--- config.mk ---
export PLATFORM = sky130hd
export DESIGN_NAME = and_gate_delta_varint_decoder
export DESIGN_NICKNAME = d
export VERILOG_FILES = /design/src/rtl/agdv_pkg.sv /design/src/rtl/agdv_front.sv /design/src/rtl/agdv_queue.sv /design/src/rtl/agdv_back.sv /design/src/rtl/and_gate_delta_varint_decoder.sv
export SDC_FILE = /design/constraint.sdc
export NUM_CORES = 1
export LEC_CHECK = 0
export BUFFER_PORTS_ARGS = -buffer_cell sky130_fd_sc_hd__buf_2
export CORE_MARGIN = 1.5
export CORE_UTILIZATION = 53
export DETAILED_ROUTE_END_ITERATION = 6
export PLACE_DENSITY = 0.77
export SKIP_LAST_GASP = 1
export SYNTH_ARGS = -nofsm -noshare
export SYNTH_HDL_FRONTEND = slang
export SYNTH_SLANG_ARGS = --single-unit
--- constraint.sdc ---
create_clock -name clock -period 13.8 [get_ports clock]
set_input_delay 2.76 -clock clock [delete_from_list [all_inputs] [get_ports clock]]
set_output_delay 2.76 -clock clock [all_outputs]
set_load 0.03 [all_outputs]
--- src/rtl/agdv_pkg.sv ---
// Shared constants and types for the and-gate delta varint decoder.
package agdv_pkg;

   // Default widths for literals and counts
   localparam int LiteralWidthDefault = 32;
   localparam int CountWidthDefault   = 24;

   // Varint coding: seven payload bits per byte, bit 7 flags a continuation
   localparam int GroupBits   = 7;
   localparam int MoreFlagBit = 7;

   // Entries in the queue between front and back
   localparam int QueueDepth = 2;

   // Configuration register indexes
   localparam int CsrIndexWidth = 2;

   typedef enum logic [CsrIndexWidth-1:0] {
      CsrInputCount = 2'd0,
      CsrLatchCount = 2'd1,
      CsrGateCount  = 2'd2
   } csr_index_type;

   // Control bits that travel with a finished delta
   typedef struct packed {
      logic second_delta;
      logic last_gate;
   } agdv_ctrl_type;

   localparam int CtrlWidth = $bits(agdv_ctrl_type);

endpackage

--- src/rtl/agdv_front.sv ---
// Front end: takes bytes, assembles varint deltas and tracks gate position.
module agdv_front #(
   parameter int LITERAL_WIDTH = agdv_pkg::LiteralWidthDefault,
   parameter int COUNT_WIDTH   = agdv_pkg::CountWidthDefault
) (
   input  logic                       clock,
   input  logic                       reset,
   input  logic                       req_valid,
   output logic                       req_stall,
   input  logic [7:0]                 req_in_byte,
   input  logic [COUNT_WIDTH-1:0]     gate_count,
   input  logic                       queue_full,
   output logic                       push_valid,
   output logic [LITERAL_WIDTH-1:0]   push_number,
   output logic [COUNT_WIDTH-1:0]     push_index,
   output agdv_pkg::agdv_ctrl_type    push_ctrl
);
   import agdv_pkg::*;

   localparam int MaxGroups = (LITERAL_WIDTH + GroupBits - 1) / GroupBits;
   localparam int PosWidth  = $clog2(MaxGroups + 1);
   localparam int AsmWidth  = MaxGroups * GroupBits;

   logic [LITERAL_WIDTH-1:0] partial_ff, partial_in;
   logic [PosWidth-1:0]      position_ff, position_in;
   logic                     second_ff, second_in;
   logic [COUNT_WIDTH-1:0]   index_ff, index_in;

   logic                     accept;
   logic                     take;
   logic                     ends;
   logic [AsmWidth-1:0]      placed;
   logic [LITERAL_WIDTH-1:0] assembled;

   // Accept a beat whenever the queue has room
   assign req_stall = queue_full;
   assign accept    = req_valid && !queue_full;
   assign take      = accept && (index_ff < gate_count);
   assign ends      = !req_in_byte[MoreFlagBit];

   // Place the byte's group at its position; groups past the last are dropped
   always_comb begin
      placed = '0;
      for (int g = 0; g < MaxGroups; g++) begin
         if (position_ff == PosWidth'(g)) begin
            placed[g*GroupBits +: GroupBits] = req_in_byte[GroupBits-1:0];
         end
      end
   end

   assign assembled = partial_ff | placed[LITERAL_WIDTH-1:0];

   // Advance varint and gate state
   always_comb begin
      partial_in  = partial_ff;
      position_in = position_ff;
      second_in   = second_ff;
      index_in    = index_ff;
      if (take) begin
         if (ends) begin
            partial_in  = '0;
            position_in = '0;
            second_in   = !second_ff;
            if (second_ff) begin
               index_in = index_ff + COUNT_WIDTH'(1);
            end
         end else begin
            partial_in = assembled;
            if (position_ff < PosWidth'(MaxGroups)) begin
               position_in = position_ff + PosWidth'(1);
            end
         end
      end
   end

   // Hand a finished delta to the back end
   assign push_valid             = take && ends;
   assign push_number            = assembled;
   assign push_index             = index_ff;
   assign push_ctrl.second_delta = second_ff;
   assign push_ctrl.last_gate    =
      ({1'b0, index_ff} + (COUNT_WIDTH+1)'(1)) == {1'b0, gate_count};

   always_ff @(posedge clock) begin
      if (reset) begin
         partial_ff  <= '0;
         position_ff <= '0;
         second_ff   <= 1'b0;
         index_ff    <= '0;
      end else begin
         partial_ff  <= partial_in;
         position_ff <= position_in;
         second_ff   <= second_in;
         index_ff    <= index_in;
      end
   end

endmodule

--- src/rtl/agdv_queue.sv ---
// Short queue that decouples the front end from the back end.
module agdv_queue #(
   parameter int DATA_WIDTH = 64
) (
   input  logic                  clock,
   input  logic                  reset,
   input  logic                  wr_valid,
   input  logic [DATA_WIDTH-1:0] wr_data,
   output logic                  full,
   output logic                  rd_valid,
   output logic [DATA_WIDTH-1:0] rd_data,
   input  logic                  rd_pop
);
   import agdv_pkg::*;

   localparam int PtrWidth   = (QueueDepth > 1) ? $clog2(QueueDepth) : 1;
   localparam int CountWidth = $clog2(QueueDepth + 1);

   logic [DATA_WIDTH-1:0] entries_ff [QueueDepth];
   logic [PtrWidth-1:0]   wr_ptr_ff;
   logic [PtrWidth-1:0]   rd_ptr_ff;
   logic [CountWidth-1:0] count_ff;
   logic                  do_write;
   logic                  do_read;

   assign full     = count_ff == CountWidth'(QueueDepth);
   assign rd_valid = count_ff != '0;
   assign rd_data  = entries_ff[rd_ptr_ff];
   assign do_write = wr_valid && !full;
   assign do_read  = rd_pop && rd_valid;

   // Store an entry at the write pointer
   always_ff @(posedge clock) begin
      if (do_write) begin
         entries_ff[wr_ptr_ff] <= wr_data;
      end
   end

   // Advance pointers and fill count
   always_ff @(posedge clock) begin
      if (reset) begin
         wr_ptr_ff <= '0;
         rd_ptr_ff <= '0;
         count_ff  <= '0;
      end else begin
         if (do_write) begin
            wr_ptr_ff <= (wr_ptr_ff == PtrWidth'(QueueDepth - 1)) ? '0
                                                                 : wr_ptr_ff + PtrWidth'(1);
         end
         if (do_read) begin
            rd_ptr_ff <= (rd_ptr_ff == PtrWidth'(QueueDepth - 1)) ? '0
                                                                 : rd_ptr_ff + PtrWidth'(1);
         end
         if (do_write && !do_read) begin
            count_ff <= count_ff + CountWidth'(1);
         end else if (do_read && !do_write) begin
            count_ff <= count_ff - CountWidth'(1);
         end
      end
   end

endmodule

--- src/rtl/agdv_back.sv ---
// Back end: turns finished deltas into gate literals and holds the result beat.
module agdv_back #(
   parameter int LITERAL_WIDTH = agdv_pkg::LiteralWidthDefault,
   parameter int COUNT_WIDTH   = agdv_pkg::CountWidthDefault
) (
   input  logic                       clock,
   input  logic                       reset,
   input  logic [COUNT_WIDTH-1:0]     input_count,
   input  logic [COUNT_WIDTH-1:0]     latch_count,
   input  logic                       entry_valid,
   input  logic [LITERAL_WIDTH-1:0]   entry_number,
   input  logic [COUNT_WIDTH-1:0]     entry_index,
   input  agdv_pkg::agdv_ctrl_type    entry_ctrl,
   output logic                       entry_pop,
   output logic                       rsp_valid,
   input  logic                       rsp_stall,
   output logic [LITERAL_WIDTH-1:0]   rsp_out_literal,
   output logic [LITERAL_WIDTH-1:0]   rsp_first_in_literal,
   output logic [LITERAL_WIDTH-1:0]   rsp_second_in_literal,
   output logic                       rsp_last_gate
);
   import agdv_pkg::*;

   localparam int SumWidth  = COUNT_WIDTH + 2;
   localparam int WideWidth = (LITERAL_WIDTH > SumWidth + 1) ? LITERAL_WIDTH : SumWidth + 1;

   logic [SumWidth-1:0]      sum;
   logic [WideWidth-1:0]     wide_lhs;
   logic [LITERAL_WIDTH-1:0] lhs;
   logic                     out_free;

   logic [LITERAL_WIDTH-1:0] held_first_ff;
   logic                     rsp_valid_ff;
   logic [LITERAL_WIDTH-1:0] rsp_out_literal_ff;
   logic [LITERAL_WIDTH-1:0] rsp_first_in_literal_ff;
   logic [LITERAL_WIDTH-1:0] rsp_second_in_literal_ff;
   logic                     rsp_last_gate_ff;

   // Output literal of the gate: 2 * (inputs + latches + index + 1)
   assign sum = SumWidth'(input_count) + SumWidth'(latch_count)
              + SumWidth'(entry_index) + SumWidth'(1);
   assign wide_lhs = WideWidth'({sum, 1'b0});
   assign lhs      = wide_lhs[LITERAL_WIDTH-1:0];

   // First deltas always drain; second deltas wait for a free output register
   assign out_free  = !rsp_valid_ff || !rsp_stall;
   assign entry_pop = entry_valid && (!entry_ctrl.second_delta || out_free);

   // Hold the first input literal until the second delta arrives
   always_ff @(posedge clock) begin
      if (entry_pop && !entry_ctrl.second_delta) begin
         held_first_ff <= lhs - entry_number;
      end
   end

   // Load the result beat
   always_ff @(posedge clock) begin
      if (entry_pop && entry_ctrl.second_delta) begin
         rsp_out_literal_ff       <= lhs;
         rsp_first_in_literal_ff  <= held_first_ff;
         rsp_second_in_literal_ff <= held_first_ff - entry_number;
         rsp_last_gate_ff         <= entry_ctrl.last_gate;
      end
   end

   // Track the result beat's valid
   always_ff @(posedge clock) begin
      if (reset) begin
         rsp_valid_ff <= 1'b0;
      end else if (entry_pop && entry_ctrl.second_delta) begin
         rsp_valid_ff <= 1'b1;
      end else if (!rsp_stall) begin
         rsp_valid_ff <= 1'b0;
      end
   end

   assign rsp_valid             = rsp_valid_ff;
   assign rsp_out_literal       = rsp_out_literal_ff;
   assign rsp_first_in_literal  = rsp_first_in_literal_ff;
   assign rsp_second_in_literal = rsp_second_in_literal_ff;
   assign rsp_last_gate         = rsp_last_gate_ff;

endmodule

--- src/rtl/and_gate_delta_varint_decoder.sv ---
// Top level of the and-gate delta varint decoder.
// Takes the and-gate section of a binary graph file one byte per beat and gives
// one result beat per gate: output literal, both input literals and a last-gate
// mark. A byte is accepted every cycle while the queue has room; a result is
// registered in the back end once the byte ending the gate's second delta has
// passed the two-entry queue between front end and back end, which sets the
// rate and keeps taking bytes while a result waits under stall. Bytes that
// arrive after the configured number of gates has been decoded are taken and
// dropped. Write the counts only while no beat is in flight.
module and_gate_delta_varint_decoder #(
   parameter int LITERAL_WIDTH = agdv_pkg::LiteralWidthDefault,
   parameter int COUNT_WIDTH   = agdv_pkg::CountWidthDefault
) (
   input  logic                               clock,
   input  logic                               reset,
   input  logic                               req_valid,
   output logic                               req_stall,
   input  logic [7:0]                         req_in_byte,
   output logic                               rsp_valid,
   input  logic                               rsp_stall,
   output logic [LITERAL_WIDTH-1:0]           rsp_out_literal,
   output logic [LITERAL_WIDTH-1:0]           rsp_first_in_literal,
   output logic [LITERAL_WIDTH-1:0]           rsp_second_in_literal,
   output logic                               rsp_last_gate,
   input  logic                               csr_write_enable,
   input  logic [agdv_pkg::CsrIndexWidth-1:0] csr_index,
   input  logic [COUNT_WIDTH-1:0]             csr_write_data
);
   import agdv_pkg::*;

   localparam int EntryWidth = CtrlWidth + COUNT_WIDTH + LITERAL_WIDTH;

   logic [COUNT_WIDTH-1:0]   input_count_ff;
   logic [COUNT_WIDTH-1:0]   latch_count_ff;
   logic [COUNT_WIDTH-1:0]   gate_count_ff;

   logic                     queue_full;
   logic                     push_valid;
   logic [LITERAL_WIDTH-1:0] push_number;
   logic [COUNT_WIDTH-1:0]   push_index;
   agdv_ctrl_type            push_ctrl;
   logic                     entry_valid;
   logic [EntryWidth-1:0]    entry_data;
   logic                     entry_pop;
   logic [LITERAL_WIDTH-1:0] entry_number;
   logic [COUNT_WIDTH-1:0]   entry_index;
   agdv_ctrl_type            entry_ctrl;

   // Write configuration registers
   always_ff @(posedge clock) begin
      if (reset) begin
         input_count_ff <= '0;
         latch_count_ff <= '0;
         gate_count_ff  <= '0;
      end else if (csr_write_enable) begin
         case (csr_index)
            CsrInputCount: input_count_ff <= csr_write_data;
            CsrLatchCount: latch_count_ff <= csr_write_data;
            CsrGateCount:  gate_count_ff  <= csr_write_data;
            default: ;
         endcase
      end
   end

   agdv_front #(
      .LITERAL_WIDTH(LITERAL_WIDTH),
      .COUNT_WIDTH  (COUNT_WIDTH)
   ) u_front (
      .clock      (clock),
      .reset      (reset),
      .req_valid  (req_valid),
      .req_stall  (req_stall),
      .req_in_byte(req_in_byte),
      .gate_count (gate_count_ff),
      .queue_full (queue_full),
      .push_valid (push_valid),
      .push_number(push_number),
      .push_index (push_index),
      .push_ctrl  (push_ctrl)
   );

   agdv_queue #(
      .DATA_WIDTH(EntryWidth)
   ) u_queue (
      .clock   (clock),
      .reset   (reset),
      .wr_valid(push_valid),
      .wr_data ({push_ctrl, push_index, push_number}),
      .full    (queue_full),
      .rd_valid(entry_valid),
      .rd_data (entry_data),
      .rd_pop  (entry_pop)
   );

   // Unpack the queue entry
   assign entry_number = entry_data[LITERAL_WIDTH-1:0];
   assign entry_index  = entry_data[LITERAL_WIDTH +: COUNT_WIDTH];
   assign entry_ctrl   = entry_data[EntryWidth-1 -: CtrlWidth];

   agdv_back #(
      .LITERAL_WIDTH(LITERAL_WIDTH),
      .COUNT_WIDTH  (COUNT_WIDTH)
   ) u_back (
      .clock                (clock),
      .reset                (reset),
      .input_count          (input_count_ff),
      .latch_count          (latch_count_ff),
      .entry_valid          (entry_valid),
      .entry_number         (entry_number),
      .entry_index          (entry_index),
      .entry_ctrl           (entry_ctrl),
      .entry_pop            (entry_pop),
      .rsp_valid            (rsp_valid),
      .rsp_stall            (rsp_stall),
      .rsp_out_literal      (rsp_out_literal),
      .rsp_first_in_literal (rsp_first_in_literal),
      .rsp_second_in_literal(rsp_second_in_literal),
      .rsp_last_gate        (rsp_last_gate)
   );

endmodule

## After elaboration in Yosys (flattened, before gate mapping)

Memory sizes are Yosys's and may differ from the RTL's. A register that Yosys moved wholly into a read port is not among the register bits.
Cells that the tools add are included.

- Register bits: 260
- Bits in writable memories: 116
- Input bits: 39
- Output and inout bits: 99
- Logic and storage cells: 91
- Memories: 1

- Add/sub/neg operators: 12
- Order comparisons: 2
- Equal/unequal tests: 10
- Muxes and demuxes: 18
- Bitwise operators: 2
- Reductions and logical operators: 30

Memory list:

| name | depth | bits a word | read ports | clocked after memory_dff | write ports | RTL line | text |
|---|---|---|---|---|---|---|---|
| u_queue.entries_ff | 2 | 58 | 1 | 1 | 1 | agdv_queue.sv:19 | `logic [DATA_WIDTH-1:0] entries_ff [QueueDepth];` |

Operators by type and width:

| cell | count |
|---|---|
| $mux W32 | 1 |
| $or A32 B32 Y32 | 1 |
| $sub A27 B32 Y32 | 1 |
| $sub A32 B32 Y32 | 1 |
| $mux W7 | 4 |
| $add A26 B1 Y26 const B | 1 |
| $add A26 B24 Y26 | 1 |
| $add A24 B1 Y25 const B | 1 |
| $add A24 B24 Y25 | 1 |
| $eq A25 B24 Y1 | 1 |
| $add A24 B1 Y24 const B | 1 |
| $lt A24 B24 Y1 | 1 |
| $logic_and A1 B1 Y1 | 10 |
| $reduce_and A2 Y1 | 5 |
| $logic_not A1 Y1 | 8 |
| $mux W1 | 8 |
| $eq A3 B2 Y1 const B | 2 |
| $mux W3 | 2 |
| $eq A2 B2 Y1 const B | 2 |
| $mux W2 | 2 |
| $mux W4 | 1 |
| $ne A2 B1 Y1 const B | 2 |
| $reduce_bool A2 Y1 | 2 |
| $add A3 B1 Y3 const B | 1 |
| other kinds (12) | 14 |

## Logic depth before layout (Yosys ltp)

Gate-level depths: netlist of run 1.

- Depth after elaboration: 10
- Mapped depth: 30
- Depth with buffers taken out: 29

## By module

From an unflattened synthesis of run 1, not the netlist that was laid out.

- Cell total of the unflattened synthesis: 1781
- Area, all modules: 20080.5 µm²

By module, submodules not included:

| module | instances | cells each | area each (µm²) | sequential area each (µm²) |
|---|---|---|---|---|
| agdv_back | 1 | 808 | 8737.1 | 3713.6 |
| agdv_queue | 1 | 205 | 4401.7 | 3583.4 |
| agdv_front | 1 | 504 | 4012.6 | 1201.2 |
| and_gate_delta_varint_decoder | 1 | 264 | 2929.1 | 1441.4 |

## Least setup slack after synthesis of run 1

No wires, ideal clock.

- Path type: input-to-reg
- Start point: input rsp_stall
- End point: register u_back.rsp_first_in_literal_ff[0] (netlist: u_back.rsp_first_in_literal[0]), enable pin
- Setup time: 0.679 ns
- Arrival time: 9.502 ns
- Required time: 13.121 ns
- Path slack: 3.619 ns
- Cell stages on the path: 1
- Path buffers: 0
- Cell sequence: a211oi_1

- Word-level cells in the longest chain between the ends: 5

RTL lines:

| item | RTL line | text |
|---|---|---|
| start: declaration | and_gate_delta_varint_decoder.sv:20 | `input logic rsp_stall,` |
| $logic_not A1 Y1 | agdv_back.sv:46 | `assign out_free = !rsp_valid_ff \|\| !rsp_stall;` |
| $logic_or A1 B1 Y1 | agdv_back.sv:46 |  |
| $logic_or A1 B1 Y1 | agdv_back.sv:47 | `assign entry_pop = entry_valid && (!entry_ctrl.second_delta \|\| out_free);` |
| $logic_and A1 B1 Y1 | agdv_back.sv:47 |  |
| $logic_and A1 B1 Y1 | agdv_back.sv:58 | `if (entry_pop && entry_ctrl.second_delta) begin` |
| end signal: assignment | agdv_back.sv:60 | `rsp_first_in_literal_ff <= held_first_ff;` |
| end: declaration | agdv_back.sv:35 | `logic [LITERAL_WIDTH-1:0] rsp_first_in_literal_ff;` |

No other way between the ends.
A chain may end at the register's enable or synchronous reset.

## Worst setup path after layout of run 1

- Start point: register input_count_ff[1]
- End point: register u_back.held_first_ff[29] (data pin)

- Word-level cells in the longest chain between the ends: 4

RTL lines:

| item | RTL line | text |
|---|---|---|
| start: declaration | and_gate_delta_varint_decoder.sv:33 | `logic [COUNT_WIDTH-1:0] input_count_ff;` |
| start signal: assignment | and_gate_delta_varint_decoder.sv:57 | `CsrInputCount: input_count_ff <= csr_write_data;` |
| $add A24 B24 Y25 | agdv_back.sv:40 | `assign sum = SumWidth'(input_count) + SumWidth'(latch_count)` |
| $add A26 B24 Y26 | agdv_back.sv:41 | `+ SumWidth'(entry_index) + SumWidth'(1);` |
| $add A26 B1 Y26 | agdv_back.sv:41 |  |
| via u_back.sum[16] | agdv_back.sv:27 | `logic [SumWidth-1:0] sum;` |
| $sub A27 B32 Y32 | agdv_back.sv:52 | `held_first_ff <= lhs - entry_number;` |
| end signal: assignment | agdv_back.sv:52 |  |
| end: declaration | agdv_back.sv:32 | `logic [LITERAL_WIDTH-1:0] held_first_ff;` |

The timed path passes the listed nets, and every way through them passes these cells.

==> reports/results.txt, run 1 <==
Hold Path Class: flip-flop to flip-flop
Seq cells post-synth: 377
vias in the first global route: 13800
full die area: 39300 um^2
largest net degree at the start of global routing: 102
Max Used Layer: met4
Met3 Wirelength: 2.69 mm
layout cells sized above 1: 13.4%
DR vias/cell: 5.76
GRT Residual Overflow: 0
Worst-Skew Late Latency: 560 ps
Post-Route M1 WL: 19.6 mm
Crit path required time: 14090 ps
Rel. slew slack: 16.2%
Final #Nets: 2199
Cell Pwr Density: 193 nW/um^2
Async S/R FF share, synth: 0%
Max Cap Violations: 0
Die Wd: 198 um
first-pass GRT wire length: 71.0 mm
CP max stage delay: 510 ps
Worst path slowest cell: or4_1
wire length on met2: 21.6 mm
GRT Util Overall: 22.9%
Critical Path End Type: flip-flop
Final setup viols: 0
Initial DRT Pass Iterations: 6
CTS tree: done
maximum vdd ir drop: 0.0981 mV
Synth Warn #: 0
Slew @ Worst Pin: 1250 ps
post-route clock skew: 18.0 ps
Syn Inst Count: 1918
drt total wl: 45.3 mm
Leak: 9.05 nW
Final min period: 6920 ps
synth-to-layout area growth: 11.8%
hold buffers post-CTS: 0
core footprint: 37600 um^2
Filler Cells Inserted: 3043
RSZ-0062 raised after global routing: false
# diodes: 0
routed len/inst: 17.6 um
Cell Area, Synth: 20200 um^2
CP bufs+invs: 0
fmax: 144 MHz
setup bufs post-CTS: 0
primary flip-flop cell chosen by synthesis mapping: edfxtp_1
Hold Vio Cnt, Final: 0
Worst setup SP type: flip-flop
Worst Path Class, Setup: flip-flop to flip-flop
Yosys cell types: 88
post-detail-place hpwl: 33.0 mm
Synth Area per Inst: 10.5 um^2
number of flops mapped to enable cells by yosys: 239
CP arrival: 7210 ps
clk sinks: 377
starting density of the core: 53.8%
htree depth: 2
IO Pins: 138
fin crit share: 50.2%
post-route ant nets: 0
Die Height: 198 um
setup TNS: 0 ps
post-cts resize count: 0
initial antenna violation count: 0
number of buffers created by CTS: 40
Post-route DRC: 0
delay-heaviest family, CP: compound AO/OA/AOI/OAI gates
CP Max Fanout: 8
root buffer cell: clkbuf_16
hold slack: 458 ps
floorplan row count: 71
clk slew on worst S/H paths: 60 ps
GPL Wtd Cong: 0.956
status: finished clean
Final Max Tran Viols: 0
initial DRC count: 1102
IO buf count: 131
maximum clock insertion buffer count: 3
register area share after synthesis: 49.2%
via count: 14800
## worst reg2reg max path, delay by kind of cell (launching register included)
family,cells,cell delay [ps]
flip-flops,1,320
multiplexers,1,120
AO/OA/AOI/OAI,18,3700
AND/OR/NAND/NOR,5,1080
XOR/XNOR,2,310
adder cells (fa/ha/maj),3,1120
## flip-flops by register name, summed over array words and instances, names as in the netlist, 2 cells and up, named ones only
signal and count:
u_front.position_ff 3, gate_count_ff 24, u_front.push_index 24, u_back.rsp_second_in_literal 32, latch_count_ff 24, u_back.held_first_ff 32
u_back.rsp_out_literal 26, u_back.rsp_first_in_literal 32, input_count_ff 24, u_queue.entries_ff 116, u_queue.count_ff 2, u_front.partial_ff 32
## cell usage in the layout (no fill, tap or decap), types with 16 or more instances in the layout
cell type,count
mux2i_1,36
edfxtp_1,239
a21o_1,77
nand4_1,29
o21ai_0,59
ha_1,133
inv_1,75
nand3_1,25
xnor2_1,98
and3_1,27
a211oi_1,16
buf_2,131
nor2b_1,22
or3_1,18
a41oi_1,29
o21a_1,21
clkbuf_16,42
a21oi_1,171
xor2_1,39
mux2_2,30
nand2_1,209
nor3_1,26
nor2_1,106
dfxtp_1,137
## cells in the mapped netlist, types with 10 or more instances
cell / count / area, um^2
and2_1: 15 / 93.8
nand2b_1: 12 / 75.1
xor2_1: 39 / 342
a21o_1: 77 / 578
o21ai_0: 59 / 295
nand2_1: 209 / 785
edfxtp_1: 239 / 7180
o21a_1: 21 / 158
o31ai_1: 10 / 75.1
dfxtp_1: 138 / 2760
nor2_1: 106 / 398
o21bai_1: 14 / 105
inv_1: 75 / 282
nor2b_1: 23 / 144
mux2i_1: 36 / 360
clkbuf_1: 59 / 221
a211oi_1: 17 / 128
or3_1: 18 / 113
mux2_2: 30 / 338
a31oi_1: 13 / 81.3
a21oi_1: 171 / 856
ha_1: 133 / 1660
buf_1: 11 / 41.3
nand4_1: 29 / 181
nand3_1: 25 / 125
a41oi_1: 29 / 254
nor3_1: 27 / 135
xnor2_1: 98 / 858
and3_1: 27 / 169
## final cells by class
| class | instances | area [um^2] | share of cell area (%) |
|---|---|---|---|
| inverter | 76 | 285 | 1.26 |
| sequential | 377 | 9940 | 44.0 |
| clock buffer | 61 | 1180 | 5.23 |
| multi-input combinational | 1384 | 9690 | 42.9 |
| clock inverter | 13 | 103 | 0.454 |
| timing repair buffer | 144 | 753 | 3.33 |
| tap | 511 | 639 | 2.83 |
## where the power goes
part           switching (mW)  internal, mW  total [mW]
logic                    1.07         0.654        1.72
clock network           0.433         0.611        1.04
registers              0.0781          1.51        1.59
## layer usage
metal  GRT usage, %  up-vias
met1           30.0     6947
met3           2.73       93
li1               -     7244
met2           39.0      501
met4           8.74        0
met5              0        -
## path summary, 6_finish.rpt
kind	start	endpoint	slack, ps	cells after the start
setup / recovery	input_count_ff[1]	u_back.held_first_ff[29]	6880	29
hold reg to reg	u_back.held_first_ff[0]	u_back.rsp_first_in_literal[0]	460	0
setup reg to reg	input_count_ff[1]	u_back.held_first_ff[29]	6880	29
hold / removal	u_back.held_first_ff[0]	u_back.rsp_first_in_literal[0]	460	0
## cells by family (layout without fill, tap and decap cells)
| family | after synthesis | count (layout) | share of synthesized area, % |
|---|---|---|---|
| AOI/OAI and AO/OA | 501 | 501 | 16.7 |
| buffers and inverters | 162 | 294 | 3.21 |
| muxes | 66 | 66 | 3.45 |
| DFF | 377 | 377 | 49.2 |
| xor gates and xnor gates | 140 | 140 | 6.25 |
| other | 1 | 6 | 0.0186 |
| and+or+nand+nor | 534 | 534 | 12.6 |
| adders and majority gates | 137 | 137 | 8.63 |
## through the flow
step                std cells  area, um^2  total power, mW  util [%]  worst slack [ps]
floorplan                1923       20200             2.93         -              3620
global placement         2492       21300             3.27      56.7              7110
detailed placement       2492       21300             3.32      56.7              6990
CTS                      2566       22600             4.37      60.1              6950
global route             2566       22600             4.59      60.1              6360
finish                   2566       22600             4.36      60.1              6880
Note: power is estimated with default switching activity, not from simulation.
==> run 2, diff against run 1 <==
--- a/config.mk
+++ b/config.mk
@@ -9,7 +9,7 @@
 export CORE_MARGIN = 1.5
 export CORE_UTILIZATION = 53
 export DETAILED_ROUTE_END_ITERATION = 6
-export PLACE_DENSITY = 0.77
+export PLACE_DENSITY = 0.8
 export SKIP_LAST_GASP = 1
 export SYNTH_ARGS = -nofsm -noshare
 export SYNTH_HDL_FRONTEND = slang
==> constraint.sdc (replaced) <==
create_clock -name clock -period 5.6 [get_ports clock]
set_input_delay 1.12 -clock clock [delete_from_list [all_inputs] [get_ports clock]]
set_output_delay 1.12 -clock clock [all_outputs]
set_load 0.03 [all_outputs]
==> reports/results.txt, run 2 (same netlist as run 1, synthesis figures left out) <==
status: complete, but fails checks
failing checks: setup timing
via count: 15500
worst setup margin: -246 ps
Initial DRT Pass Iterations: 5
CP arrival: 6130 ps
fin crit share: 104%
Worst-Skew Late Latency: 550 ps
maximum clock insertion buffer count: 3
hold buffers post-CTS: 0
clk slew on worst S/H paths: 60 ps
initial antenna violation count: 0
clk sinks: 377
core footprint: 37600 um^2
Hold Vio Cnt, Final: 0
full die area: 39300 um^2
initial DRC count: 1312
CP max stage delay: 390 ps
Post-DP Area: 22400 um^2
Final Max Tran Viols: 0
largest net degree at the start of global routing: 102
htree depth: 2
drt total wl: 48.3 mm
CP Max Fanout: 3
DR vias/cell: 5.71
wire length on met2: 23.5 mm
RSZ-0062 raised after global routing: true
vias in the first global route: 15200
Post-route DRC: 0
GPL Wtd Cong: 0.942
final instance area: 24300 um^2
Rel. slew slack: 22.6%
fmax: 171 MHz
first-pass GRT wire length: 75.7 mm
max FFs per register: 116
Placed Cells: 2612
Slew @ Worst Pin: 1160 ps
Biggest register: u_queue.entries_ff
Worst setup SP type: flip-flop
commonest non-fill, non-tap cell in the layout: edfxtp_1
Leak: 9.93 nW
Final setup viols: 7
synth-to-layout area growth: 20.1%
GRT Residual Overflow: 0
dpl ws: -339 ps
number of buffers created by CTS: 40
total power: 11.5 mW
setup TNS: -1080 ps
post-route clock skew: 17.2 ps
post-route ant nets: 0
GRT Util Overall: 24.3%
layout cells sized above 1: 22.9%
Hold Path Class: flip-flop to flip-flop
Max Cap Violations: 0
Crit path required time: 5880 ps
Final min period: 5850 ps
Final #Nets: 2348
routed len/inst: 17.8 um
floorplan row count: 71
IO Pins: 138
Die Wd: 198 um
Cell Pwr Density: 474 nW/um^2
commonest non-fill, non-tap cells in the layout: 239 x edfxtp_1, 209 x nand2_1, 158 x a21oi_1
Worst Path Class, Setup: flip-flop to flip-flop
Met3 Wirelength: 2.36 mm
root buffer cell: clkbuf_16
Worst path slowest cell: a2111oi_4
CTS tree: done
Final Non-Filler Cells: 2715
Die Height: 198 um
Max Used Layer: met4
# diodes: 0
Critical Path End Type: flip-flop
starting density of the core: 53.8%
Filler Cells Inserted: 2868
post-detail-place hpwl: 34.5 mm
Post-Route M1 WL: 20.8 mm
IO buf count: 131
maximum vdd ir drop: 0.273 mV
## run 2: area by class of cell
type	instances	area, um^2	share of cell area, %
clock buffer	49	1100	4.53
clock inverter	25	259	1.07
inverter	76	285	1.17
multi-input combinational	1384	10100	41.7
sequential	377	9950	41.0
tap	511	639	2.63
timing repair buffer	293	1920	7.93
## run 2: worst paths after layout
path | startpoint | to | slack [ps] | cells after the start
worst min register to register | u_back.held_first_ff[0] | u_back.rsp_first_in_literal[0] | 450 | 0
worst max-delay path | input_count_ff[3] | u_back.held_first_ff[28] | -250 | 29
worst max register to register | input_count_ff[3] | u_back.held_first_ff[28] | -250 | 29
worst min-delay path | u_back.held_first_ff[0] | u_back.rsp_first_in_literal[0] | 450 | 0
## run 2: report_power, final
part | internal [mW] | leakage (nW) | switching [mW]
Combinational | 2.05 | 5.91 | 2.88
Clock | 1.59 | 0.652 | 1.11
Sequential | 3.72 | 3.37 | 0.178
Total | 7.36 | 9.93 | 4.16
## run 2: what timing repair did
item                                    in CTS  in global routing
gates cloned                                 0                  0
hold endpoints to repair                     0                  0
buffers inserted                            16                 14
endpoints found under the setup margin       8                 14
pin swaps                                   47                 56
resized for setup                           29                 40
## run 2: routing by layer
metal	vias to the layer above	GRT usage [%]
met4	0	9.73
met2	452	42.0
met3	106	3.20
met5	-	0
li1	7551	-
met1	7387	30.7
## run 2: metrics by stage
| stage | hold slack (ps) | utilization [%] |
|---|---|---|
| detailed placement | 442 | 59.5 |
| global placement | 440 | 59.5 |
| global route | 477 | 64.6 |
| floorplan | 426 | - |
| finish | 454 | 64.6 |
| CTS | 455 | 63.8 |
## run 2: critical path: cells and delay by family (launching register included)
family	cells	cell delay [ps]
AO/OA/AOI/OAI	14	2560
adder cells (fa/ha/maj)	3	970
AND/OR/NAND/NOR	6	900
buffers and inverters	3	460
XOR/XNOR	3	370
flip-flops	1	320
